===== config.mk =====
export PLATFORM = sky130hd
export DESIGN_NAME = utf8_stream_decoder_core_flat
export DESIGN_NICKNAME = d
export VERILOG_FILES = /design/src/rtl/ufd_pkg.sv /design/src/rtl/ufd_ifaces.sv /design/src/rtl/ufd_front.sv /design/src/rtl/ufd_queue.sv /design/src/rtl/ufd_back.sv /design/src/rtl/utf8_stream_decoder_core.sv /design/src/flat_wrapper.sv
export VERILOG_INCLUDE_DIRS = /design/src /design/src/rtl
export SDC_FILE = /design/constraint.sdc
export NUM_CORES = 1
export LEC_CHECK = 0
export ABC_AREA = 0
export BUFFER_PORTS_ARGS = -buffer_cell sky130_fd_sc_hd__buf_2
export CAP_MARGIN = 30
export CELL_PAD_IN_SITES_DETAIL_PLACEMENT = 1
export CELL_PAD_IN_SITES_GLOBAL_PLACEMENT = 2
export CORE_AREA = 4 4 114 116
export DETAILED_ROUTE_END_ITERATION = 6
export DIE_AREA = 0 0 118 120
export GPL_TIMING_DRIVEN = 1
export PLACE_DENSITY = 0.84
export REMOVE_ABC_BUFFERS = 1
export SYNTH_ARGS = -nofsm -noshare
export SYNTH_HDL_FRONTEND = slang
export SYNTH_SLANG_ARGS = --single-unit

===== constraint.sdc =====
create_clock -name clock -period 7.1 [get_ports clock]
set_clock_uncertainty 0.15 [all_clocks]
set_input_delay 0.71 -clock clock [delete_from_list [all_inputs] [get_ports clock]]
set_output_delay 0.71 -clock clock [all_outputs]
set_load 0.01 [all_outputs]

===== src/rtl/utf8_stream_decoder_core_assert.svh =====
// ----------------------------------------------------------------------------
// UTF-8 stream decoder assertion macros
// Shared concurrent assertion forms, clocked on clock, disabled in reset.
// ----------------------------------------------------------------------------
`ifndef UTF8_STREAM_DECODER_CORE_ASSERT_SVH
`define UTF8_STREAM_DECODER_CORE_ASSERT_SVH

// same-cycle implication
`define UFD_ASSERT_NOW(label, ante, cons) \
   label: assert property (@(posedge clock) disable iff (reset) (ante) |-> (cons)) \
      else $error("ufd assertion failed: same-cycle check");

// next-cycle implication
`define UFD_ASSERT_NEXT(label, ante, cons) \
   label: assert property (@(posedge clock) disable iff (reset) (ante) |=> (cons)) \
      else $error("ufd assertion failed: next-cycle check");

`endif


===== src/rtl/ufd_pkg.sv =====
// ----------------------------------------------------------------------------
// UTF-8 stream decoder package
// Queue entry type, byte classification constants and leading-ones counter.
// ----------------------------------------------------------------------------
`timescale 1ns / 1ps
`default_nettype none

package ufd_pkg;

   // default depth of the front-to-back queue
   localparam int QUEUE_DEPTH = 2;

   // byte classification constants
   localparam logic [7:0] CONT_SEL  = 8'hC0;
   localparam logic [7:0] CONT_TAG  = 8'h80;
   localparam logic [5:0] CONT_BITS = 6'h3F;
   localparam logic [7:0] FULL_MASK = 8'hFF;

   // classified byte, as handed from front to back
   typedef struct packed {
      logic       start;     // drop partial sequence first
      logic       is_cont;   // 10xxxxxx
      logic [2:0] pend;      // continuation bytes a lead announces
      logic [7:0] value;     // lead value bits; low 6 bits are payload of a continuation
   } entry_type;

   // count of leading ones in a byte, 0 to 8
   function automatic logic [3:0] lead_ones(input logic [7:0] b);
      logic [3:0] n;
      logic       run;
      n   = 4'd0;
      run = 1'b1;
      for (int i = 7; i >= 0; i--) begin
         if (run && b[i]) begin
            n = n + 4'd1;
         end else begin
            run = 1'b0;
         end
      end
      return n;
   endfunction

endpackage

`default_nettype wire


===== src/rtl/ufd_ifaces.sv =====
// ----------------------------------------------------------------------------
// UTF-8 stream decoder channel interfaces
// Valid/ready channels for raw bytes in and decoded code points out.
// ----------------------------------------------------------------------------
`timescale 1ns / 1ps
`default_nettype none

// byte channel
interface ufd_req_if;
   logic       valid;
   logic       ready;
   logic [7:0] byte_in;
   logic       stream_start;

   modport source (output valid, output byte_in, output stream_start, input ready);
   modport sink   (input valid, input byte_in, input stream_start, output ready);
endinterface

// code point channel
interface ufd_rsp_if;
   logic        valid;
   logic        ready;
   logic [31:0] code_point;
   logic        bad_sequence;

   modport source (output valid, output code_point, output bad_sequence, input ready);
   modport sink   (input valid, input code_point, input bad_sequence, output ready);
endinterface

`default_nettype wire


===== src/rtl/ufd_front.sv =====
// ----------------------------------------------------------------------------
// UTF-8 stream decoder front end
// Accepts bytes and classifies them as continuation or lead with its count.
// ----------------------------------------------------------------------------
`timescale 1ns / 1ps
`default_nettype none

module ufd_front (
   ufd_req_if.sink             req_chan,
   output logic                push_valid,
   input  logic                push_ready,
   output ufd_pkg::entry_type  push_data
);

   logic [3:0] ones;
   logic [7:0] mask;

   // classify the incoming byte
   always_comb begin
      ones = ufd_pkg::lead_ones(req_chan.byte_in);
      mask = ones[3] ? 8'h00 : (ufd_pkg::FULL_MASK >> ones);
      push_data.start   = req_chan.stream_start;
      push_data.is_cont = (req_chan.byte_in & ufd_pkg::CONT_SEL) == ufd_pkg::CONT_TAG;
      push_data.value   = req_chan.byte_in & mask;
      push_data.pend    = (ones == 4'd0) ? 3'd0 : 3'(ones - 4'd1);
   end

   // handshake passes straight to the queue
   assign push_valid     = req_chan.valid;
   assign req_chan.ready = push_ready;

endmodule

`default_nettype wire


===== src/rtl/ufd_queue.sv =====
// ----------------------------------------------------------------------------
// UTF-8 stream decoder queue
// Small register FIFO that decouples classification from decoding.
// ----------------------------------------------------------------------------
`timescale 1ns / 1ps
`default_nettype none

module ufd_queue #(
   parameter int DEPTH = ufd_pkg::QUEUE_DEPTH
) (
   input  logic                clock,
   input  logic                reset,
   input  logic                push_valid,
   output logic                push_ready,
   input  ufd_pkg::entry_type  push_data,
   output logic                pop_valid,
   input  logic                pop_ready,
   output ufd_pkg::entry_type  pop_data
);

   localparam int PTR_W = (DEPTH > 1) ? $clog2(DEPTH) : 1;
   localparam int CNT_W = $clog2(DEPTH + 1);
   localparam logic [PTR_W-1:0] LAST_PTR = PTR_W'(DEPTH - 1);
   localparam logic [CNT_W-1:0] FULL_CNT = CNT_W'(DEPTH);

   ufd_pkg::entry_type slot_ff [DEPTH];
   logic [PTR_W-1:0]   wr_ptr_ff, wr_ptr_in;
   logic [PTR_W-1:0]   rd_ptr_ff, rd_ptr_in;
   logic [CNT_W-1:0]   count_ff, count_in;
   logic               do_push, do_pop;

   assign push_ready = count_ff != FULL_CNT;
   assign pop_valid  = count_ff != '0;
   assign pop_data   = slot_ff[rd_ptr_ff];
   assign do_push    = push_valid && push_ready;
   assign do_pop     = pop_valid && pop_ready;

   // pointer and fill count update
   always_comb begin
      wr_ptr_in = wr_ptr_ff;
      rd_ptr_in = rd_ptr_ff;
      count_in  = count_ff;
      if (do_push) begin
         wr_ptr_in = (wr_ptr_ff == LAST_PTR) ? '0 : wr_ptr_ff + PTR_W'(1);
      end
      if (do_pop) begin
         rd_ptr_in = (rd_ptr_ff == LAST_PTR) ? '0 : rd_ptr_ff + PTR_W'(1);
      end
      if (do_push && !do_pop) begin
         count_in = count_ff + CNT_W'(1);
      end else if (do_pop && !do_push) begin
         count_in = count_ff - CNT_W'(1);
      end
   end

   always_ff @(posedge clock) begin
      if (reset) begin
         wr_ptr_ff <= '0;
         rd_ptr_ff <= '0;
         count_ff  <= '0;
      end else begin
         wr_ptr_ff <= wr_ptr_in;
         rd_ptr_ff <= rd_ptr_in;
         count_ff  <= count_in;
      end
   end

   // storage, no reset
   always_ff @(posedge clock) begin
      if (do_push) begin
         slot_ff[wr_ptr_ff] <= push_data;
      end
   end

endmodule

`default_nettype wire


===== src/rtl/ufd_back.sv =====
// ----------------------------------------------------------------------------
// UTF-8 stream decoder back end
// Holds the sequence state, accumulates code points and drives results.
// ----------------------------------------------------------------------------
`timescale 1ns / 1ps
`default_nettype none

`include "utf8_stream_decoder_core_assert.svh"

module ufd_back (
   input  logic                clock,
   input  logic                reset,
   input  logic                pop_valid,
   output logic                pop_ready,
   input  ufd_pkg::entry_type  pop_data,
   ufd_rsp_if.source           rsp_chan
);

   logic [2:0]  pend_ff, pend_in;
   logic [31:0] accum_ff, accum_in;
   logic        out_valid_ff, out_valid_in;
   logic [31:0] out_cp_ff, out_cp_in;
   logic        out_bad_ff, out_bad_in;

   logic [2:0]  pend_cur;
   logic [31:0] accum_cur;
   logic        do_pop;
   logic        emit;
   logic        emit_bad;
   logic [31:0] emit_cp;

   logic        pop_idle_cont;
   logic        pop_last_cont;
   logic        pop_idle_lead;

   // take an entry whenever the output register is free or draining
   assign pop_ready = !out_valid_ff || rsp_chan.ready;
   assign do_pop    = pop_valid && pop_ready;

   // decode step
   always_comb begin
      pend_cur  = pop_data.start ? 3'd0  : pend_ff;
      accum_cur = pop_data.start ? 32'd0 : accum_ff;
      pend_in   = pend_ff;
      accum_in  = accum_ff;
      emit      = 1'b0;
      emit_bad  = 1'b0;
      emit_cp   = 32'd0;
      if (do_pop) begin
         if (pend_cur != 3'd0) begin
            if (!pop_data.is_cont) begin
               // missing continuation: byte consumed, back to idle
               pend_in  = 3'd0;
               accum_in = 32'd0;
               emit     = 1'b1;
               emit_bad = 1'b1;
            end else begin
               accum_in = {accum_cur[25:0], pop_data.value[5:0] & ufd_pkg::CONT_BITS};
               pend_in  = pend_cur - 3'd1;
               if (pend_cur == 3'd1) begin
                  emit    = 1'b1;
                  emit_cp = accum_in;
               end
            end
         end else if (pop_data.is_cont) begin
            // stray continuation while idle
            pend_in  = 3'd0;
            accum_in = 32'd0;
            emit     = 1'b1;
            emit_bad = 1'b1;
         end else begin
            accum_in = {24'd0, pop_data.value};
            pend_in  = pop_data.pend;
            if (pop_data.pend == 3'd0) begin
               emit    = 1'b1;
               emit_cp = accum_in;
            end
         end
      end
   end

   // output register
   always_comb begin
      out_valid_in = out_valid_ff;
      out_cp_in    = out_cp_ff;
      out_bad_in   = out_bad_ff;
      if (emit) begin
         out_valid_in = 1'b1;
         out_cp_in    = emit_cp;
         out_bad_in   = emit_bad;
      end else if (rsp_chan.ready) begin
         out_valid_in = 1'b0;
      end
   end

   always_ff @(posedge clock) begin
      if (reset) begin
         pend_ff      <= 3'd0;
         accum_ff     <= 32'd0;
         out_valid_ff <= 1'b0;
      end else begin
         pend_ff      <= pend_in;
         accum_ff     <= accum_in;
         out_valid_ff <= out_valid_in;
      end
   end

   always_ff @(posedge clock) begin
      out_cp_ff  <= out_cp_in;
      out_bad_ff <= out_bad_in;
   end

   assign rsp_chan.valid        = out_valid_ff;
   assign rsp_chan.code_point   = out_cp_ff;
   assign rsp_chan.bad_sequence = out_bad_ff;

   // check terms
   assign pop_idle_cont = do_pop && pop_data.is_cont && pend_cur == 3'd0;
   assign pop_last_cont = do_pop && pop_data.is_cont && pend_cur == 3'd1;
   assign pop_idle_lead = do_pop && !pop_data.is_cont && pend_cur == 3'd0;

   // checks
   `UFD_ASSERT_NOW(a_bad_is_zero, out_valid_ff && out_bad_ff, out_cp_ff == 32'd0)
   `UFD_ASSERT_NEXT(a_stray_flags, pop_idle_cont, out_valid_ff && out_bad_ff && pend_ff == 3'd0)
   `UFD_ASSERT_NEXT(a_last_cont_ok, pop_last_cont, out_valid_ff && !out_bad_ff && out_cp_ff == accum_ff)
   `UFD_ASSERT_NEXT(a_lead_loads, pop_idle_lead, pend_ff == $past(pop_data.pend))

endmodule

`default_nettype wire


===== src/rtl/utf8_stream_decoder_core.sv =====
// ----------------------------------------------------------------------------
// UTF-8 stream decoder core
// Decodes extended UTF-8 (leads of up to seven continuation bytes) per byte.
// ----------------------------------------------------------------------------
// Usage:
//   req_chan carries one raw byte per transaction, with stream_start set on
//   the first byte of a new string to drop any unfinished sequence.
//   rsp_chan carries one code point per completed sequence, or a
//   bad_sequence flag with code point zero for a stray or missing
//   continuation byte. Bytes that only extend a sequence give no result.
//   Throughput is one byte per cycle; the decode unit takes one queue entry
//   per cycle while the output register is free or being drained.
//   The byte that completes a result is first written to a queue slot; the
//   decoder then pops it and the result is held in the output register,
//   which drives rsp_chan.
//   A queue of DEPTH entries sits between the classifier and the decoder.
//   When rsp_chan stalls, the output register holds its transaction, the
//   queue fills and req_chan.ready drops once DEPTH bytes are waiting.
//   Synchronous reset empties the queue, clears the output valid flag and
//   returns the decoder to idle with an empty accumulator.
// ----------------------------------------------------------------------------
`timescale 1ns / 1ps
`default_nettype none

module utf8_stream_decoder_core #(
   parameter int DEPTH = ufd_pkg::QUEUE_DEPTH
) (
   input  logic        clock,
   input  logic        reset,
   ufd_req_if.sink     req_chan,
   ufd_rsp_if.source   rsp_chan
);

   logic               push_valid, push_ready;
   ufd_pkg::entry_type push_data;
   logic               pop_valid, pop_ready;
   ufd_pkg::entry_type pop_data;

   // classify incoming bytes
   ufd_front u_front (
      .req_chan   (req_chan),
      .push_valid (push_valid),
      .push_ready (push_ready),
      .push_data  (push_data)
   );

   // decoupling queue
   ufd_queue #(
      .DEPTH (DEPTH)
   ) u_queue (
      .clock      (clock),
      .reset      (reset),
      .push_valid (push_valid),
      .push_ready (push_ready),
      .push_data  (push_data),
      .pop_valid  (pop_valid),
      .pop_ready  (pop_ready),
      .pop_data   (pop_data)
   );

   // sequence decode and result register
   ufd_back u_back (
      .clock     (clock),
      .reset     (reset),
      .pop_valid (pop_valid),
      .pop_ready (pop_ready),
      .pop_data  (pop_data),
      .rsp_chan  (rsp_chan)
   );

endmodule

`default_nettype wire

===== src/flat_wrapper.sv =====
// flat-port wrapper written by rule: the top's interface ports become plain ports
module utf8_stream_decoder_core_flat 
#(
   parameter int DEPTH = ufd_pkg::QUEUE_DEPTH
)
  (clock, reset, req_chan_valid, req_chan_byte_in, req_chan_stream_start, req_chan_ready, rsp_chan_valid, rsp_chan_code_point, rsp_chan_bad_sequence, rsp_chan_ready);
  ufd_req_if req_chan_i ();
  ufd_rsp_if rsp_chan_i ();
  input  logic clock;
  input  logic reset;
  input wire logic [$bits(req_chan_i.valid)-1:0] req_chan_valid;
  input wire logic [$bits(req_chan_i.byte_in)-1:0] req_chan_byte_in;
  input wire logic [$bits(req_chan_i.stream_start)-1:0] req_chan_stream_start;
  output wire logic [$bits(req_chan_i.ready)-1:0] req_chan_ready;
  output wire logic [$bits(rsp_chan_i.valid)-1:0] rsp_chan_valid;
  output wire logic [$bits(rsp_chan_i.code_point)-1:0] rsp_chan_code_point;
  output wire logic [$bits(rsp_chan_i.bad_sequence)-1:0] rsp_chan_bad_sequence;
  input wire logic [$bits(rsp_chan_i.ready)-1:0] rsp_chan_ready;
  assign req_chan_i.valid = req_chan_valid;
  assign req_chan_i.byte_in = req_chan_byte_in;
  assign req_chan_i.stream_start = req_chan_stream_start;
  assign req_chan_ready = req_chan_i.ready;
  assign rsp_chan_valid = rsp_chan_i.valid;
  assign rsp_chan_code_point = rsp_chan_i.code_point;
  assign rsp_chan_bad_sequence = rsp_chan_i.bad_sequence;
  assign rsp_chan_i.ready = rsp_chan_ready;
  utf8_stream_decoder_core #(.DEPTH(DEPTH)) u_core (.clock(clock), .reset(reset), .req_chan(req_chan_i), .rsp_chan(rsp_chan_i));
endmodule

Word level (Yosys, flattened, before mapping). Memories as Yosys holds them, arrays and structs flattened. A register that Yosys moved wholly into a read port is not among the register bits. Index checks and enable logic that the tools add are counted.

Register bits after elaboration: 67. Memory bits (writable): 26. Input port bits: 13. Word-level logic and storage cells: 97. Memories kept: 1.

Memories: u_core.u_queue.slot_ff (depth 2, width 13, rd ports 1, clocked after memory_dff 1, wr ports 1, line ufd_queue.sv:26) `ufd_pkg::entry_type slot_ff [DEPTH];`.

Add/sub/neg operators: 13. Equality and inequality tests: 3. Shift-type cells: 1. Multiplexer cells: 49. Bitwise logic cells: 1. Reduce and logical (&&, ||, !) cells: 21.

Operators by type and width (count): $mux 32 (3); $mux 26 (3); $mux 8 (4); $add 4x1->4 const B (7); $mux 4 (7); $mux 1 (25); $mux 3 (5); $logic_and 1x1->1 (11); $and 8x8->8 (1); $shr 8x4->8 const A (1); $reduce_bool 2->1 (3); $sub 3x1->3 const B (2); $logic_not 4->1 (1); $mux 2 (2); $eq 3x1->1 const B (1); $logic_not 1->1 (3); $logic_not 3->1 (1); $reduce_bool 3->1 (1); $add 1x1->1 const B (2); $add 2x1->2 const B (1); $eq 2x2->1 const B (1); $ne 2x2->1 const B (1); $sub 2x1->2 const B (1); $logic_or 1x1->1 (1).

Longest topological paths before layout.
Depth in word-level cells: 18. Depth in mapped cells: 23. Gate-level depth less buffers: 22.

Hierarchy. A second synthesis with hierarchy kept.

Cell total of the unflattened synthesis: 394. Area total of the unflattened synthesis: 4389.2 sq um.

Modules (own cells, without submodules): ufd_back (times used 1, cells an instance 238, area an instance 2601.2 sq um); ufd_queue (times used 1, cells an instance 64, area an instance 1162.4 sq um); ufd_front (times used 1, cells an instance 92, area an instance 625.6 sq um).

Worst setup path before layout. OpenSTA, ideal clock, no wires.

Path type: in2reg. Start point: in req_chan_byte_in[7]. End point: mem u_core.u_queue.slot_ff[0][10] (netlist name) (data pin). Library setup time: 0.261 ns. Data arrival time: 5.076 ns. Path slack: 1.613 ns. Stages: 23. Buffers on the path: 2. Path through: buf_2 -> nor2b_1 -> ha_1 -> o21a_1 -> ha_1 -> nand2_1 -> a31oi_1 -> ha_1 -> a31o_2 -> ha_1 -> a21boi_0 -> o21bai_1 -> ha_1 -> buf_2 -> o21ai_0 -> nand2b_1 -> ha_1 -> mux2i_1 -> nand3_1 -> a21oi_1 -> or3b_2 -> a41o_1 -> o22a_1.

RTL lines: start: declaration (line flat_wrapper.sv:12) `input wire logic [$bits(req_chan_i.byte_in)-1:0] req_chan_byte_in;`; end: declaration (line ufd_queue.sv:26).

==> impl_metrics.csv <==
group,metric,value,unit
run_status,status,"finished, final reports clean",
setup_path,cp.required,7.04,ns
synthesis,synth-seq-cells,94,
placed_design,dp_slack,0.984,ns
global_routing,grt_pass1_vias,3325,
hold_path,holdPathEnd,"u_core.u_back.accum_ff[21]",
cts,htreeDepth,3,
cts,postCtsSetupBuffers,0,
timing,min_period,5.79,ns
setup_path,crit_chain,"buf_2 > nand2_1 > inv_1 > ha_1 > o21a_1 > ha_1 > nand2_1 > a31oi_1 > ha_1 > a31o_2 > ha_1 > a21boi_0 > o21bai_1 > ha_1 > o21ai_0 > nand2b_1 > ha_1 > mux2i_1 > nand3_1 > a21oi_1 > or3b_2 > a41o_1 > o22a_1",
placed_design,port-buffer-count,47,
synthesis,synth_warnings,0,
power,cellPowerDensity,383,nW/µm²
cts,clk_path_buf_depth,2,
cts,tritoncts,"yes",
setup_path,worstPathArrival,5.73,ns
finish,n_antenna_cell,0,
synthesis,syn_avg_cell_area,10.7,µm²
setup_path,path_class,"in -> reg",
global_routing,grt.total_usage,14.5,%
setup_path,slowest_delay,0.51,ns
finish,drive_above_1_share,18.8,%
power,ir_worst_vdd,126,µV
setup_path,slowest_stage,"or3b_2",
hold_path,hold_class,"reg -> reg",
job,maxCapViolations,0,
setup_path,r2r_end,"u_core.u_back.rsp_chan.code_point[4]",
route,dr_wl_met2,5070,µm
timing,worst_slew_pin_slew,0.749,ns
synthesis,postSynthCellCount,421,
route,drtPass1Iterations,4,
die,die_width,118,µm
timing,slew-limit-headroom,50.0,%
synthesis,ys_types,58,
placed_design,hpwl,7170,µm
finish,fillers,1300,
global_routing,antenna_found_initial,0,
power,power_leakage,2.01,nW
timing,timing.final.ws_setup,1.31,ns
cts,clock_latency,0.34,ns
route,vias_per_cell,5.33,
die,core-area,11900,µm²
hold_path,min_path_cells,2,
global_routing,grt-ovfl-total,0,
finish,syn_to_final_growth,16.6,%
die,die-area,14200,µm²
timing,finalSetupTns,0,ns
setup_path,r2r_cells,8,
timing,finalSetupViolCount,0,
synthesis,synth_edf_count,59,
timing,slew_viol_final,0,
die,num_rows,40,
hold_path,hold_start,"u_core.u_back.accum_ff[21]",
timing,period_share,81.6,%
cts,cts_root_buf,"clkbuf_16",
cts,numCtsBuffers,9,
cts,cts_sinks,94,
placed_design,place_congestion,0.872,
finish,layout_commonest_cell,"edfxtp_1",
route,met1Wirelength,4240,µm
route,drt_iter0_markers,162,
finish,layout_common_cells,"59 x edfxtp_1, 47 x buf_2, 35 x a21oi_1, 35 x dfxtp_1, 33 x nand2_1",
synthesis,synth-seq-area-share,55.0,%
synthesis,syn_area,4490,µm²
setup_path,crit_path_max_fanout,12,
route,dr_wl_met3,330,µm
synthesis,async_reset_ff_share,0,%
route,num_vias,3255,
die,io_pins,48,
cts,hold_buffers,0,
cts,post_cts_resize_count,0,
route,ant_nets,0,
setup_path,worst-r2r-setup-slack,3.57,ns
cts,path_clk_slew,0.06,ns
route,highest_layer,"met4",
setup_path,cp-end-kind,"flip-flop",
global_routing,grt_start_max_net_pins,38,
die,die_h,120,µm
finish,nets,483,
timing,fmax,0.173,GHz
synthesis,yosys_most_used_dff,"edfxtp_1",
power,power.total,2.01,mW
setup_path,crit_top_cell,"ha_1",
timing,rsz0062_at_grt,"false",
timing,finalHoldViolations,0,
route,routedWlPerCell,16.1,µm
setup_path,cp-start-kind,"input pin",
die,start_util,37.7,%
global_routing,grt_pass1_wl,16700,µm
route,drc,0,
route,routed_wl,9850,µm
registers in the layout, indices dropped and copies added (netlist names), named ones only:
name                                 cells
u_core.u_back.rsp_chan.code_point       32
u_core.u_back.accum_ff                  26
u_core.u_queue.slot_ff                  26
u_core.u_back.pend_ff                    3
u_core.u_queue.count_ff                  2
u_core.u_back.rsp_chan.bad_sequence      1
u_core.u_back.rsp_chan.valid             1
u_core.u_queue.rd_ptr_ff                 1
u_core.u_queue.wr_ptr_ff                 1
logic make-up (layout without fill, tap and decap cells):
kind of cell / after synthesis / in the layout / share of synthesized area [%]
XOR/XNOR: 7 / 7 / 1.78
adder cells (fa/ha/maj): 11 / 11 / 3.06
AO/OA/AOI/OAI: 89 / 89 / 12.6
buffers and inverters: 40 / 83 / 3.70
flip-flops: 94 / 94 / 55.0
multiplexers: 18 / 18 / 4.37
AND/OR/NAND/NOR: 162 / 162 / 19.5
report_power, final:
part           internal [mW]  switching, mW  leakage [nW]
clock network          0.399          0.196         0.186
logic                  0.212          0.391         0.980
registers              0.746         0.0620         0.848
critical path: cells and delay by family:
kind	cells	cell delay (ns)
AO/OA/AOI/OAI	9	1.76
multiplexers	1	0.14
buffers and inverters	2	0.29
AND/OR/NAND/NOR	5	0.95
adder cells (fa/ha/maj)	6	1.88
worst max-delay path by stage:
stage	startpoint	to	cells after the start
2_1_floorplan	req_chan_byte_in[6]	u_core.u_queue.slot_ff[0][10]	22
3_3_place_gp	req_chan_byte_in[6]	u_core.u_queue.slot_ff[0][10]	23
3_5_place_dp	req_chan_byte_in[6]	u_core.u_queue.slot_ff[1][10]	23
4_1_cts	req_chan_byte_in[6]	u_core.u_queue.slot_ff[0][10]	23
5_1_grt	req_chan_byte_in[6]	u_core.u_queue.slot_ff[1][10]	23
6_report	req_chan_byte_in[6]	u_core.u_queue.slot_ff[0][10]	23
layout make-up:
cell class                      count  area [µm²]  share of cell area (%)
Clock inverter                      5         129                    2.46
Tap cell                          147         184                    3.51
Clock buffer                       11         253                    4.82
Sequential cell                    94        2470                    47.2
Multi-Input combinational cell    287        1860                    35.4
Inverter                           15        56.3                    1.07
Timing Repair Buffer               52         293                    5.58
cell usage after synthesis (3+ instances only):
| cell | number | area share (%) |
|---|---|---|
| edfxtp_1 | 59 | 39 |
| a21oi_1 | 35 | 3.9 |
| dfxtp_1 | 35 | 16 |
| nand2_1 | 33 | 2.8 |
| nand3_1 | 28 | 3.1 |
| nor2_1 | 28 | 2.3 |
| and2_1 | 23 | 3.2 |
| clkbuf_1 | 16 | 1.3 |
| inv_1 | 14 | 1.2 |
| mux2i_1 | 14 | 3.1 |
| o21ai_0 | 12 | 1.3 |
| ha_1 | 11 | 3.1 |
| a211oi_1 | 9 | 1.5 |
| and3_1 | 9 | 1.3 |
| a21boi_0 | 7 | 1.2 |
| nor2b_1 | 6 | 0.84 |
| nor3_1 | 6 | 0.67 |
| nand2b_1 | 5 | 0.70 |
| a22oi_1 | 4 | 0.67 |
| xor2_1 | 4 | 0.78 |
| a221oi_1 | 3 | 0.58 |
| a31o_2 | 3 | 0.58 |
| and3b_1 | 3 | 0.58 |
| buf_1 | 3 | 0.25 |
| buf_2 | 3 | 0.33 |
| mux2_2 | 3 | 0.75 |
| nand4_1 | 3 | 0.42 |
| o21a_1 | 3 | 0.50 |
stage by stage:
step	hold slack (ns)	util (%)	cell area, µm²	cells
2_1_floorplan	0.271	-	4380	396
3_3_place_gp	0.283	40.5	4830	593
3_5_place_dp	0.293	40.8	4860	595
4_1_cts	0.302	44.0	5240	611
5_1_grt	0.337	44.0	5240	611
6_report	0.299	44.0	5240	611
metal layers:
| metal | global-route usage (%) | up-vias |
|---|---|---|
| li1 | - | 1602 |
| met1 | 17.3 | 1578 |
| met2 | 25.1 | 62 |
| met3 | 3.25 | 13 |
| met4 | 6.23 | 0 |
| met5 | 0 | - |
Note: power is estimated with default switching activity, not from simulation.
